## src/rtl/core/bdpc_pkg.sv

```systemverilog
`timescale 1ns / 1ps
// ----------------------------------------------------------------------------
// bdpc_pkg
// Types, codes and the per-button poll function of the two-button debounce
// and press classifier.
// ----------------------------------------------------------------------------
package bdpc_pkg;

    localparam int unsigned TIME_W    = 32;
    localparam int unsigned CFG_W     = 16;
    localparam int unsigned CFG_IDX_W = 1;

    // Configuration register indexes.
    localparam logic [CFG_IDX_W-1:0] CFG_DEBOUNCE_TIME   = 1'b0;
    localparam logic [CFG_IDX_W-1:0] CFG_LONG_PRESS_TIME = 1'b1;

    localparam logic [CFG_W-1:0] DEBOUNCE_TIME_RST   = 16'd30;
    localparam logic [CFG_W-1:0] LONG_PRESS_TIME_RST = 16'd800;

    typedef enum logic [2:0] {
        EV_NONE       = 3'd0,
        EV_KEY_SHORT  = 3'd1,
        EV_KEY_LONG   = 3'd2,
        EV_BOOT_SHORT = 3'd3,
        EV_BOOT_LONG  = 3'd4
    } t_event;

    // Debounce and press tracking state of one button.
    typedef struct packed {
        logic              released;
        logic [TIME_W-1:0] change_stamp;
        logic [TIME_W-1:0] press_stamp;
        logic              long_done;
    } t_btn_state;

    typedef struct packed {
        t_btn_state state;
        logic       fire_short;
        logic       fire_long;
    } t_btn_result;

    localparam t_btn_state BTN_RST = '{
        released:     1'b1,
        change_stamp: '0,
        press_stamp:  '0,
        long_done:    1'b0
    };

    // One poll of one button. A zero stamp means unset; differences wrap.
    function automatic t_btn_result poll_button(
        input t_btn_state        st,
        input logic              pressed,
        input logic [TIME_W-1:0] now,
        input logic [CFG_W-1:0]  debounce_time,
        input logic [CFG_W-1:0]  long_press_time
    );
        t_btn_result       res;
        logic              target;
        logic              differ;
        logic [TIME_W-1:0] cs_eff;
        logic [TIME_W-1:0] d_change;
        logic [TIME_W-1:0] d_press;
        logic              accept;
        logic              ps_set;
        logic              in_time;
        res      = '{state: st, fire_short: 1'b0, fire_long: 1'b0};
        target   = ~pressed;
        differ   = (target != st.released);
        cs_eff   = (st.change_stamp == '0) ? now : st.change_stamp;
        d_change = now - cs_eff;
        d_press  = now - st.press_stamp;
        accept   = differ && (d_change >= {{(TIME_W-CFG_W){1'b0}}, debounce_time});
        ps_set   = (st.press_stamp != '0);
        in_time  = (d_press < {{(TIME_W-CFG_W){1'b0}}, long_press_time});

        res.state.change_stamp = (differ && !accept) ? cs_eff : '0;

        if (accept && !target) begin
            // Press accepted: the held time is zero on this poll.
            res.state.released    = 1'b0;
            res.state.press_stamp = now;
            res.state.long_done   = 1'b0;
            if ((now != '0) && (long_press_time == '0)) begin
                res.state.long_done = 1'b1;
                res.fire_long       = 1'b1;
            end
        end else if (accept) begin
            // Release accepted: short event only if the long event is not out.
            res.state.released    = 1'b1;
            res.state.press_stamp = '0;
            res.fire_short        = !st.long_done && ps_set && in_time;
        end else if (!st.released && !st.long_done && ps_set && !in_time) begin
            res.state.long_done = 1'b1;
            res.fire_long       = 1'b1;
        end
        return res;
    endfunction

endpackage

```

## src/rtl/core/button_debounce_press_classifier.sv

```systemverilog
`timescale 1ns / 1ps
// ----------------------------------------------------------------------------
// button_debounce_press_classifier
// Debounces two buttons (key and boot) from timestamped polls and classifies
// each accepted press as a short or a long press.
// ----------------------------------------------------------------------------
// The block takes one poll per clock cycle while o_in_stall is low and gives
// exactly one result per poll: the poll lands in an input register, and once
// the result register is free the per-button logic (two 32-bit wrapping
// subtractions with compares per button) updates the button state and loads
// the result register. Because the button state is written in the same cycle
// as the result, the following poll sees it without any bubble. A stall on
// the output only holds the input side once both the result register and the
// input register are full. The debounce and long-press times are written
// through the configuration channel, which is always ready; they should be
// written while no poll is in flight. A zero timestamp stands for "unset", so
// a press accepted at time zero never yields an event, and the key button wins
// over the boot button on a shared poll.
// ----------------------------------------------------------------------------
module button_debounce_press_classifier (
    input  logic                                i_clk,
    input  logic                                i_rst_n,
    // Poll channel.
    input  logic                                i_in_valid,
    output logic                                o_in_stall,
    input  logic                                i_key_pressed_raw,
    input  logic                                i_boot_pressed_raw,
    input  logic [bdpc_pkg::TIME_W-1:0]         i_now_ms,
    // Result channel.
    output logic                                o_out_valid,
    input  logic                                i_out_stall,
    output logic [2:0]                          o_event_code,
    // Configuration write channel.
    input  logic                                i_cfg_valid,
    output logic                                o_cfg_ready,
    input  logic [bdpc_pkg::CFG_IDX_W-1:0]      i_cfg_index,
    input  logic [bdpc_pkg::CFG_W-1:0]          i_cfg_data
);

    // Configuration registers.
    logic [bdpc_pkg::CFG_W-1:0] r_debounce_time;
    logic [bdpc_pkg::CFG_W-1:0] r_long_press_time;

    // Input register stage.
    logic                        r_s1_valid;
    logic                        r_s1_key;
    logic                        r_s1_boot;
    logic [bdpc_pkg::TIME_W-1:0] r_s1_now;

    // Button state.
    bdpc_pkg::t_btn_state r_key;
    bdpc_pkg::t_btn_state r_boot;

    // Result register.
    logic             r_out_valid;
    bdpc_pkg::t_event r_event;
    bdpc_pkg::t_event n_event;

    bdpc_pkg::t_btn_result key_res;
    bdpc_pkg::t_btn_result boot_res;

    logic out_free;
    logic s1_advance;
    logic in_xfer;
    logic key_fired;

    // The result register can take a new value when it is empty or its
    // current value leaves in this cycle.
    assign out_free   = !r_out_valid || !i_out_stall;
    assign s1_advance = r_s1_valid && out_free;
    assign o_in_stall = r_s1_valid && !out_free;
    assign in_xfer    = i_in_valid && !o_in_stall;

    assign o_cfg_ready  = 1'b1;
    assign o_out_valid  = r_out_valid;
    assign o_event_code = r_event;

    always_ff @(posedge i_clk) begin
        if (!i_rst_n) begin
            r_debounce_time   <= bdpc_pkg::DEBOUNCE_TIME_RST;
            r_long_press_time <= bdpc_pkg::LONG_PRESS_TIME_RST;
        end else if (i_cfg_valid && o_cfg_ready) begin
            case (i_cfg_index)
                bdpc_pkg::CFG_DEBOUNCE_TIME:   r_debounce_time   <= i_cfg_data;
                bdpc_pkg::CFG_LONG_PRESS_TIME: r_long_press_time <= i_cfg_data;
                default: ;
            endcase
        end
    end

    // Input register: the poll payload is captured on each transfer.
    always_ff @(posedge i_clk) begin
        if (!i_rst_n) begin
            r_s1_valid <= 1'b0;
        end else if (in_xfer) begin
            r_s1_valid <= 1'b1;
        end else if (s1_advance) begin
            r_s1_valid <= 1'b0;
        end
    end

    always_ff @(posedge i_clk) begin
        if (in_xfer) begin
            r_s1_key  <= i_key_pressed_raw;
            r_s1_boot <= i_boot_pressed_raw;
            r_s1_now  <= i_now_ms;
        end
    end

    // Both buttons are evaluated in parallel; the boot result is only used
    // and committed when the key button gives no event.
    always_comb begin
        key_res  = bdpc_pkg::poll_button(r_key, r_s1_key, r_s1_now,
                                         r_debounce_time, r_long_press_time);
        boot_res = bdpc_pkg::poll_button(r_boot, r_s1_boot, r_s1_now,
                                         r_debounce_time, r_long_press_time);
    end

    assign key_fired = key_res.fire_short || key_res.fire_long;

    always_comb begin
        if (key_res.fire_short) begin
            n_event = bdpc_pkg::EV_KEY_SHORT;
        end else if (key_res.fire_long) begin
            n_event = bdpc_pkg::EV_KEY_LONG;
        end else if (boot_res.fire_short) begin
            n_event = bdpc_pkg::EV_BOOT_SHORT;
        end else if (boot_res.fire_long) begin
            n_event = bdpc_pkg::EV_BOOT_LONG;
        end else begin
            n_event = bdpc_pkg::EV_NONE;
        end
    end

    always_ff @(posedge i_clk) begin
        if (!i_rst_n) begin
            r_key  <= bdpc_pkg::BTN_RST;
            r_boot <= bdpc_pkg::BTN_RST;
        end else if (s1_advance) begin
            r_key <= key_res.state;
            if (!key_fired) begin
                r_boot <= boot_res.state;
            end
        end
    end

    always_ff @(posedge i_clk) begin
        if (!i_rst_n) begin
            r_out_valid <= 1'b0;
        end else if (s1_advance) begin
            r_out_valid <= 1'b1;
        end else if (!i_out_stall) begin
            r_out_valid <= 1'b0;
        end
    end

    always_ff @(posedge i_clk) begin
        if (s1_advance) begin
            r_event <= n_event;
        end
    end

    // A released button never holds a press time.
    a_key_release_clears_press: assert property (
        @(posedge i_clk) disable iff (!i_rst_n)
        r_key.released |-> (r_key.press_stamp == '0)
    ) else $error("key released with a press time still set");

    a_boot_release_clears_press: assert property (
        @(posedge i_clk) disable iff (!i_rst_n)
        r_boot.released |-> (r_boot.press_stamp == '0)
    ) else $error("boot released with a press time still set");

    // A key event leaves the boot state untouched on that poll.
    a_key_event_holds_boot: assert property (
        @(posedge i_clk) disable iff (!i_rst_n)
        (s1_advance && key_fired) |=> $stable(r_boot)
    ) else $error("boot state changed on a poll with a key event");

    // A long key event marks the press as done.
    a_key_long_marks_done: assert property (
        @(posedge i_clk) disable iff (!i_rst_n)
        (s1_advance && key_res.fire_long) |=> (r_key.long_done && !r_key.released)
    ) else $error("long key event without long_done set");

endmodule
```

## config.mk

```make
export PLATFORM = sky130hd
export DESIGN_NAME = button_debounce_press_classifier
export DESIGN_NICKNAME = d
export VERILOG_FILES = /design/src/rtl/core/bdpc_pkg.sv /design/src/rtl/core/button_debounce_press_classifier.sv
export SDC_FILE = /design/constraint.sdc
export NUM_CORES = 1
export LEC_CHECK = 0
export BUFFER_PORTS_ARGS = -buffer_cell sky130_fd_sc_hd__buf_2
export CORE_UTILIZATION = 60
export CTS_CLUSTER_DIAMETER = 200
export DETAILED_ROUTE_END_ITERATION = 12
export GPL_TIMING_DRIVEN = 0
export PLACE_DENSITY_LB_ADDON = 0.25
export REMOVE_ABC_BUFFERS = 1
export SLEW_MARGIN = 20
export SYNTH_ARGS = -nofsm -noshare
export SYNTH_HDL_FRONTEND = slang
export SYNTH_SLANG_ARGS = --single-unit
```

## constraint.sdc

```tcl
create_clock -name i_clk -period 15.2 [get_ports i_clk]
set_input_delay 3.04 -clock i_clk [delete_from_list [all_inputs] [get_ports i_clk]]
set_output_delay 3.04 -clock i_clk [all_outputs]
set_load 0.02 [all_outputs]
```

# Word level (Yosys, flattened, before mapping)
# Index checks and enable logic that the tools add are counted.
[totals]
register_bits = 203
input_bits = 56
output_inout_bits = 6
[op_classes]
eq_ne = 5
addsub = 4
bitwise = 4
reduce_logical = 53
order_cmp = 4
mux = 34
[op_table]
columns = ["cell", "count"]
rows = [
  ["two-way mux 32 bit", 6],
  ["subtractor 32 bit", 4],
  ["nonzero test 32 bit", 3],
  ["two-way mux 33 bit", 2],
  ["greater-or-equal comparator 32 x 16 -> 1 bit", 2],
  ["zero test 32 bit", 2],
  ["< comparator 32 x 16 -> 1 bit", 2],
  ["two-way mux 1 bit", 23],
  ["logical AND 1 bit", 20],
  ["zero test 16 bit", 1],
  ["zero test 1 bit", 12],
  ["nonzero test 2 bit", 5],
  ["AND reduction 2 bit", 4],
  ["inequality test 2 x 1 -> 1 bit (second input constant)", 3],
  ["AND reduction 3 bit", 2],
  ["two-way mux 2 bit", 2],
  ["inverter 1 bit", 4],
  ["AND reduction 4 bit", 1],
  ["two-way mux 3 bit", 1],
  ["OR reduction 3 bit", 1],
  ["logical OR 1 bit", 2],
  ["inequality test 1 bit", 2],
]

# Depth between registers and ports, before layout
# Gate-level depths: netlist (run 1).
[logic_depth]
ltp_word = 10
depth_mapped = 32
ltp_nobuf = 28

# Least setup slack after synthesis (run 1)
# OpenSTA, ideal clock, no wires.
[synth_path]
path_type = "input-to-output"
startpoint = "input port i_out_stall"
endpoint = "output port o_in_stall"
t_required_ps = 12160
path_slack_ps = 8834
arrival_time_ps = 3326
path_stages = 1
path_buffers = 0
path_cell_list = "and3_1"
[synth_between]
elab_chain_len = 4
[synth_lines]
columns = ["element", "line_no", "source"]
rows = [
  ["start: declaration", "button_debounce_press_classifier.sv:31", "input logic i_out_stall,"],
  ["zero test 1 bit", "--", ""],
  ["logical OR 1 bit", "button_debounce_press_classifier.sv:69", "assign out_free = !r_out_valid || !i_out_stall;"],
  ["zero test 1 bit", "button_debounce_press_classifier.sv:71", "assign o_in_stall = r_s1_valid && !out_free;"],
  ["logical AND 1 bit", "button_debounce_press_classifier.sv:71", ""],
  ["end: declaration", "button_debounce_press_classifier.sv:25", "output logic o_in_stall,"],
]
# Every way passes these cells.

# Final worst setup path (run 1)
[layout_path]
startpoint = "register r_s1_now[0] in the netlist's numbering"
endpoint = "register r_boot[6] in the netlist's numbering"
[layout_between]
elab_chain_len = 10
word_cells_on_any_way = 28
classes_between = "add/sub: 3; order compare: 3; mux: 9; bitwise: 1; reduce/logical: 12"
[layout_lines]
columns = ["element", "line_no", "source"]
rows = [
  ["start: declaration", "button_debounce_press_classifier.sv:48", "logic [bdpc_pkg::TIME_W-1:0] r_s1_now;"],
  ["start signal: assignment", "button_debounce_press_classifier.sv:106", "r_s1_now <= i_now_ms;"],
  ["subtractor 32 bit", "bdpc_pkg.sv:71", "d_press = now - st.press_stamp;"],
  ["< comparator 32 x 16 -> 1 bit", "bdpc_pkg.sv:74", "in_time = (d_press < {{(TIME_W-CFG_W){1'b0}}, long_press_time});"],
  ["zero test 1 bit", "bdpc_pkg.sv:92", "end else if (!st.released && !st.long_done && ps_set && !in_time) begin"],
  ["logical AND 1 bit", "bdpc_pkg.sv:92", ""],
  ["two-way mux 1 bit", "bdpc_pkg.sv:92", ""],
  ["two-way mux 1 bit", "bdpc_pkg.sv:87", "end else if (accept) begin"],
  ["two-way mux 1 bit", "bdpc_pkg.sv:78", "if (accept && !target) begin"],
  ["logical OR 1 bit", "button_debounce_press_classifier.sv:119", "assign key_fired = key_res.fire_short || key_res.fire_long;"],
  ["inverter 1 bit (no line)", "--", ""],
  ["AND reduction 3 bit (no line)", "--", ""],
  ["end signal: assignment", "button_debounce_press_classifier.sv:138", "r_boot <= bdpc_pkg::BTN_RST;"],
  ["end signal: assignment", "button_debounce_press_classifier.sv:142", "r_boot <= boot_res.state;"],
  ["end: declaration", "button_debounce_press_classifier.sv:52", "bdpc_pkg::t_btn_state r_boot;"],
]
# Several ways; a longest one is shown, not always the timed one.
# A chain may end at the register's enable or synchronous reset.

==> out/metrics.cfg, run 1 <==
[logic_synthesis]
synth_compound_area_frac = 0.3010
ys_ff_latch = 203
async_reset_ff_frac = 0
synth_edf_count = 37
yosysUniqueCellTypes = 97
synth_ff_type = dfxtp_1
synth_simple_gate_area_frac = 0.2077
synth_top_family_by_area = compound AO/OA/AOI/OAI gates
yosys.area_share.xor_xnor = 0.04612
synthesis.instances = 2235
yosysSeqAreaShare = 0.2546
synth.area.mux_share = 0.004814
synthAdderAreaFrac = 0.1302
syn_area_um2 = 17420
ys_warn_count = 0
syn_avg_cell_area_um2 = 7.792

[clocking]
ctsResizeCount = 0
clkTransAtPathRegs_ps = 60
cts_hold_buf = 0
post_cts_buffers = 0
clockBufferDepth = 3
h-tree-depth = 1
cts_sinks = 203
cts-root-buf = clkbuf_16
cts_made_buffers = 22
clk_latency_ps = 510
cts_tree = yes

[finish]
drive_gt1_frac = 0.08281
ff_latch_area_um2 = 4434
mostFrequentLayoutCell = a21oi_1
multi_input_area_um2 = 12060
postLayoutCellArea_um2 = 18740
syn_to_final_growth_pct = 7.580
final_nets = 2463
layout_common_cells = 275 x a21oi_1, 213 x nand2_1, 174 x ha_1, 168 x nor2_1, 166 x dfxtp_1
antenna_cells = 0
fillers = 2564

[critical_path]
rr_worst_depth = 26
end_kind = flip-flop
crit_path_start = r_s1_now[0]
r2r_setup_slack_ps = 7220
critPathLaunchType = flip-flop
crit_path_max_fanout = 10
regToRegEndpoint = r_boot[6]
worst_path_largest_cell_delay_ps = 630
r2r_start = r_s1_now[0]
criticalPathCategory = flip-flop to flip-flop
cp_slowest_cell = nor4_2
path_delay_family = compound AO/OA/AOI/OAI gates
path_buf_inv = 4
cp.arrival_ps = 8420
cp.required_ps = 15640

[timing]
fmax_ghz = 0.1253
fin_skew_ps = 10.46
min_period_over_period = 0.5253
setup_viol = 0
fin_crit_ps = 7984
rsz0062_at_grt = no
worst_pin_slew_ps = 1135
max-slew-margin-rel = 0.2414
setup_tns_ps = 0
hold_viol = 0
maxSlewViolCount = 0

[pwr]
p_leak_uw = 0.007368
vdd_drop_max_mv = 0.09026
p_per_area_nw_per_um2 = 91.16

[drt]
ant_nets = 0
wl_per_cell_um = 20.55
vias = 17588
drt_wl_total_mm = 54.04
via_per_inst = 6.687
drc_errors = 0
drtPass1Iterations = 6
drt_iter0_markers = 1529

[global_routing]
overflow = 0
grt_antenna_before_repair = 0
grt_use_total = 0.3577
grt_max_degree = 64
grt_pass1_vias = 16198
grt_pass1_wl_mm = 84.07

[place]
post_dp_cell_area_um2 = 17990
place.gp.congestion = 0.9529
hpwl_mm = 41.82
portBuffers = 60

[floorplanning]
die_w_um = 172.4
io_pins = 62
core-area_um2 = 28630
die_area_um2 = 29710
rows = 62
die_h_um = 172.4
start_util = 0.6084

[worst_hold_path]
hp-start = r_debounce_time[9]
whs_path_depth = 2
hold_end = r_debounce_time[9]
hp-class = flip-flop to flip-flop

[outcome]
status = finished clean

[job]
cap_violations = 0

-- cell families (layout without fill, tap and decap cells) --
group | count (synthesis) | count (layout)
AOI/OAI and AO/OA | 776 | 776
xor gates and xnor gates | 90 | 90
adders and majority gates | 180 | 180
buffers and inverters | 245 | 256
DFF | 203 | 203
muxes | 8 | 8
other | 1 | 1
and+or+nand+nor | 732 | 732
-- cells in the mapped netlist, drive strengths merged, types with 12 or more instances --
cell type,number,share of area
and3,12,0.0043
nand2b,25,0.0090
a22oi,34,0.015
clkbuf,86,0.019
o21ai,108,0.031
nor2b,35,0.013
nand4,43,0.016
a211oi,29,0.014
a22o,13,0.0065
o211ai,30,0.013
xnor2,48,0.024
a21oi,276,0.080
dfxtp,166,0.19
nor4,57,0.022
nor2,170,0.037
nand2,213,0.046
a32o,34,0.022
a2111oi,12,0.0071
o21a,29,0.013
a21o,47,0.020
and2,14,0.0050
buf,17,0.0062
ha,174,0.13
xor2,42,0.022
nor3,59,0.017
inv,142,0.031
edfxtp,37,0.064
o21bai,12,0.0052
nand3b,28,0.012
nand3,34,0.0098
a31oi,24,0.0086
-- layout make-up --
type,count,share of cell area
Clock inverter,13,0.007079
Timing Repair Buffer,74,0.02578
Tap cell,384,0.02564
Sequential cell,203,0.2367
Inverter,142,0.02872
Multi-Input combinational cell,1787,0.6438
Clock buffer,27,0.03226
-- routing by layer --
metal  GRT usage  routed length [µm]  vias up
met5           0                   0        -
met4      0.1293                1836        0
met3     0.03296                3868      127
met2      0.6211               25810      740
met1      0.4596               22530     8368
li1            -                   -     8353
-- worst max path at each step --
| stage | slack (ps) | cells after the start | end |
|---|---|---|---|
| after floorplan | 6590 | 23 | r_boot[10] |
| after global placement | 3160 | 23 | r_boot[15] |
| after detailed placement | 7120 | 24 | r_boot[6] |
| after CTS | 7070 | 24 | r_boot[6] |
| after global routing | 6780 | 26 | r_boot[6] |
| final | 7220 | 26 | r_boot[6] |
-- stage by stage --
stage | total power (µW) | std cells | hold WS (ps) | setup WS [ps] | utilization
floorplan | 1007 | 2132 | 436.3 | 6591 | -
global placement | 1144 | 2576 | 445.9 | 3161 | 0.6206
detailed placement | 1162 | 2590 | 447.3 | 7122 | 0.6285
CTS | 1699 | 2630 | 454.9 | 7066 | 0.6543
global route | 1794 | 2630 | 474.3 | 6777 | 0.6545
finish | 1708 | 2630 | 460.9 | 7216 | 0.6545
-- state kept, by name, summed over array words and instances (netlist names) --
signal             count
r_s1_key               1
r_key                 66
r_s1_valid             1
o_out_valid            1
r_boot                66
r_s1_boot              1
r_long_press_time     16
o_event_code           3
r_s1_now              32
r_debounce_time       16
-- power by group --
part	leakage (µW)	switching (µW)	total (µW)	internal, µW
Combinational	0.00529	340	563	223
Sequential	0.00171	35.9	603	567
Clock	0.000367	222	542	320
Total	0.00737	598	1710	1110
-- tightest hold or removal path: stages (launching register included) --
cell     delay, ps
dfxtp_1        310
nand2_1         50
a21oi_1         50
Power figures use the tool's default switching activity.
==> inputs of run 2 (changes only) <==
CORE_UTILIZATION = 58   (was 60)
clock period = 7 ns   (was 15.2 ns; I/O delays follow)
==> out/metrics.cfg, run 2 (synthesized netlist as in run 1, its figures left out) <==
[outcome]
status = finished clean

[place]
dp.cells = 2595
post_dp_cell_area_um2 = 17980
hpwl_mm = 41.64
portBuffers = 60
place.gp.congestion = 0.9721

[drt]
wl_per_cell_um = 20.63
via_per_inst = 6.627
ant_nets = 0
drtPass1Iterations = 6
drc_errors = 0
drt_iter0_markers = 1204
drt_wl_total_mm = 55.09
vias = 17700

[finish]
postLayoutCellArea_um2 = 19240
mostFrequentLayoutCell = a21oi_1
largest_registers = r_boot: 66 flops, r_key: 66 flops, r_s1_now: 32 flops
final_nets = 2497
drive_gt1_frac = 0.1083
syn_to_final_growth_pct = 10.50
antenna_cells = 0
fin_cells = 2671
layout_common_cells = 273 x a21oi_1, 212 x nand2_1, 174 x ha_1, 168 x nor2_1, 166 x dfxtp_1

[pwr]
vdd_drop_max_mv = 0.1425
p_per_area_nw_per_um2 = 200.1
p_leak_uw = 0.007607

[global_routing]
grt_max_degree = 62
grt_use_total = 0.3470
grt_antenna_before_repair = 0
grt_pass1_vias = 16729
grt_pass1_wl_mm = 86.06
overflow = 0

[critical_path]
r2r_setup_slack_ps = 200
cp.arrival_ps = 7200
criticalPathCategory = flip-flop to flip-flop
worst_path_largest_cell_delay_ps = 490
crit_path_max_fanout = 32
cp.required_ps = 7400
critPathLaunchType = flip-flop
end_kind = flip-flop
path_delay_family = compound AO/OA/AOI/OAI gates
cp_slowest_cell = edfxtp_1
path_buf_inv = 3

[floorplanning]
die_h_um = 175.3
die_w_um = 175.3
start_util = 0.5892
rows = 63
die_area_um2 = 30720
core-area_um2 = 29560
io_pins = 62

[clocking]
cts_made_buffers = 23
clkTransAtPathRegs_ps = 60
cts_sinks = 203
clockBufferDepth = 3
cts_tree = yes
cts-root-buf = clkbuf_16
h-tree-depth = 1
clk_latency_ps = 530

[timing]
setup_viol = 0
worst_pin_slew_ps = 1117
maxSlewViolCount = 0
hold_viol = 0
fin_crit_ps = 6799
fmax_ghz = 0.1471
holdWs_ps = 464.9
setup_tns_ps = 0
min_period_over_period = 0.9713
fin_skew_ps = 16.89
max-slew-margin-rel = 0.2532

[job]
cap_violations = 0

[worst_hold_path]
hp-class = flip-flop to flip-flop

[run 2: cell count changes in the layout (fill, tap and decap cells not counted), moves of 3 or more]
cell	change
nor4_2	+4
inv_6	+3
buf_2	-4
buf_4	+34
nor4_1	-6
[run 2: timing repair]
item,CTS,global route
hold buffers,0,0
pin swaps,8,16
cloned,0,1
endpoints found under the setup margin,113,113
setup buffers,13,21
resized for setup,16,25
[run 2: worst paths after layout]
path / startpoint / endpoint / depth (start not counted)
worst max-delay path: r_s1_now[0] / r_boot[29] / 25
worst min-delay path: r_debounce_time[12] / r_debounce_time[12] / 2
worst max register to register: r_s1_now[0] / r_boot[29] / 25
worst min register to register: r_debounce_time[12] / r_debounce_time[12] / 2
[run 2: final cells by class]
class,count,area (µm²)
clock buffer,27,633.1
clock inverter,15,177.7
fill,2571,10310
inverter,142,538.0
multi-input combinational,1788,12240
sequential,203,4434
tap,390,488.0
timing repair buffer,106,737.0
[run 2: metal layers]
layer	part of all wire	track usage	vias up
met4	0.048	0.1714	0
met5	0	0	-
li1	-	-	8419
met2	0.47	0.5951	677
met1	0.41	0.4286	8464
met3	0.067	0.04394	140
[run 2: stage by stage]
step	utilization	power, µW	setup slack, ps
2_1_floorplan	-	2186	-1609
3_3_place_gp	0.6013	2485	-5145
3_5_place_dp	0.6084	2525	-1090
4_1_cts	0.6420	3811	5.989
5_1_grt	0.6510	4029	-26.17
6_report	0.6510	3851	200.8
[run 2: worst reg2reg max path, delay by kind of cell (launching register included)]
kind | cells | cell delay (ps)
compound gates | 16 | 4090
flops | 1 | 490
buf+inv | 3 | 420
simple gates | 2 | 670
fa+ha+maj | 3 | 840
xor+xnor | 1 | 160
[run 2: power by group]
group          switching, µW  leakage [µW]  total [µW]  internal (µW)
clock                    518      0.000399        1290            767
sequential              75.7       0.00171        1310           1230
combinational            759       0.00550        1260            500
total                   1350       0.00761        3850           2500
==> inputs of run 3 (changes only) <==
PLACE_DENSITY = 0.78   (was default)
PLACE_DENSITY_LB_ADDON = default   (was 0.25)
==> out/metrics.cfg, run 3 (synthesized netlist as in run 1, its figures left out) <==
[outcome]
status = finished clean

[timing]
fmax_ghz = 0.1461
fin_skew_ps = 27.60
min_period_over_period = 0.9775
setup_ws_ps = 157.2
worst_pin_slew_ps = 1134
max-slew-margin-rel = 0.2425
maxSlewViolCount = 0
hold_viol = 0
setup_viol = 0
fin_crit_ps = 6843

[critical_path]
worst_path_largest_cell_delay_ps = 480
critPathLaunchType = flip-flop
cp_slowest_cell = or3_4
cp.required_ps = 7410
path_delay_family = compound AO/OA/AOI/OAI gates
cp.arrival_ps = 7250
crit_path_max_fanout = 16
criticalPathCategory = flip-flop to flip-flop
path_buf_inv = 3
end_kind = flip-flop

[place]
hpwl_mm = 41.72
portBuffers = 60
place.gp.congestion = 0.9802
dp_slack_ps = -1381

[finish]
final_nets = 2491
fin_util = 0.6452
syn_to_final_growth_pct = 9.505
antenna_cells = 0
mostFrequentLayoutCell = a21oi_1
drive_gt1_frac = 0.1015
layout_common_cells = 274 x a21oi_1, 212 x nand2_1, 170 x ha_1, 168 x nor2_1, 166 x dfxtp_1
largest_registers = r_boot: 66 flops, r_key: 66 flops, r_s1_now: 32 flops

[floorplanning]
die_w_um = 175.3
start_util = 0.5892
io_pins = 62
die_h_um = 175.3
rows = 63
die_area_um2 = 30720
core-area_um2 = 29560

[pwr]
p_per_area_nw_per_um2 = 196.8
vdd_drop_max_mv = 0.1650
p_leak_uw = 0.007505

[drt]
vias = 17869
drt_wl_total_mm = 55.46
wl_per_cell_um = 20.81
drtPass1Iterations = 6
drt_iter0_markers = 1448
ant_nets = 0
drc_errors = 0
via_per_inst = 6.705

[clocking]
clockBufferDepth = 3
cts-root-buf = clkbuf_16
clk_latency_ps = 540
cts_made_buffers = 23
cts_sinks = 203
h-tree-depth = 1
cts_tree = yes
clkTransAtPathRegs_ps = 60

[global_routing]
grt_pass1_vias = 16855
grt_antenna_before_repair = 0
grt_use_total = 0.3473
grt_max_degree = 72
overflow = 0
grt_pass1_wl_mm = 86.44

[worst_hold_path]
hp-class = flip-flop to flip-flop

[job]
cap_violations = 0

[run 3: timing repair]
action	4_1_cts	5_1_grt
pin swaps	6	11
gates cloned	1	2
buffers inserted	13	12
endpoints found under the setup margin	134	113
resized for setup	13	20
hold buffers	0	0
[run 3: stage by stage]
stage	total power [µW]	setup TNS (ps)	area [µm²]	std cells	hold slack (ps)
after detailed placement	2522	-115180	17980	2595	451.7
after global routing	3936	-1701	19070	2665	486.8
after global placement	2482	-458340	17770	2582	445.4
after CTS	3711	0	18880	2651	460.6
final	3753	0	19070	2665	459.9
after floorplan	2186	-83110	16990	2132	436.3
[run 3: path summary, 6_finish.rpt]
| path | start | to | slack, ps | depth (start not counted) |
|---|---|---|---|---|
| worst max-delay path | r_s1_now[0] | r_boot[17] | 160 | 25 |
| worst min-delay path | r_debounce_time[11] | r_debounce_time[11] | 460 | 2 |
| worst max register to register | r_s1_now[0] | r_boot[17] | 160 | 25 |
| worst min register to register | r_debounce_time[11] | r_debounce_time[11] | 460 | 2 |
[run 3: area by class of cell]
class	instances	area, µm²
Clock buffer	27	611.8
Clock inverter	15	125.1
Fill cell	2544	10490
Inverter	142	538.0
Multi-Input combinational cell	1790	12220
Sequential cell	203	4434
Tap cell	390	488.0
Timing Repair Buffer	98	656.9
[run 3: power by group]
part | leakage [µW] | total (µW) | internal (µW) | switching (µW)
sequential | 0.00171 | 1310 | 1230 | 74.8
clock | 0.000356 | 1200 | 670 | 526
combinational | 0.00544 | 1250 | 497 | 754
total | 0.00751 | 3750 | 2400 | 1350
[run 3: worst min-delay path, stage by stage (launching register included)]
cell	delay, ps
dfxtp_1	310
nand2_1	50
a21oi_1	50
[run 3: metal layers]
metal / GRT usage / vias up / wire length (µm)
li1: - / 8432 / -
met1: 0.4356 / 8537 / 22750
met2: 0.6043 / 753 / 26600
met3: 0.04329 / 147 / 3997
met4: 0.1351 / 0 / 2115
met5: 0 / - / 0
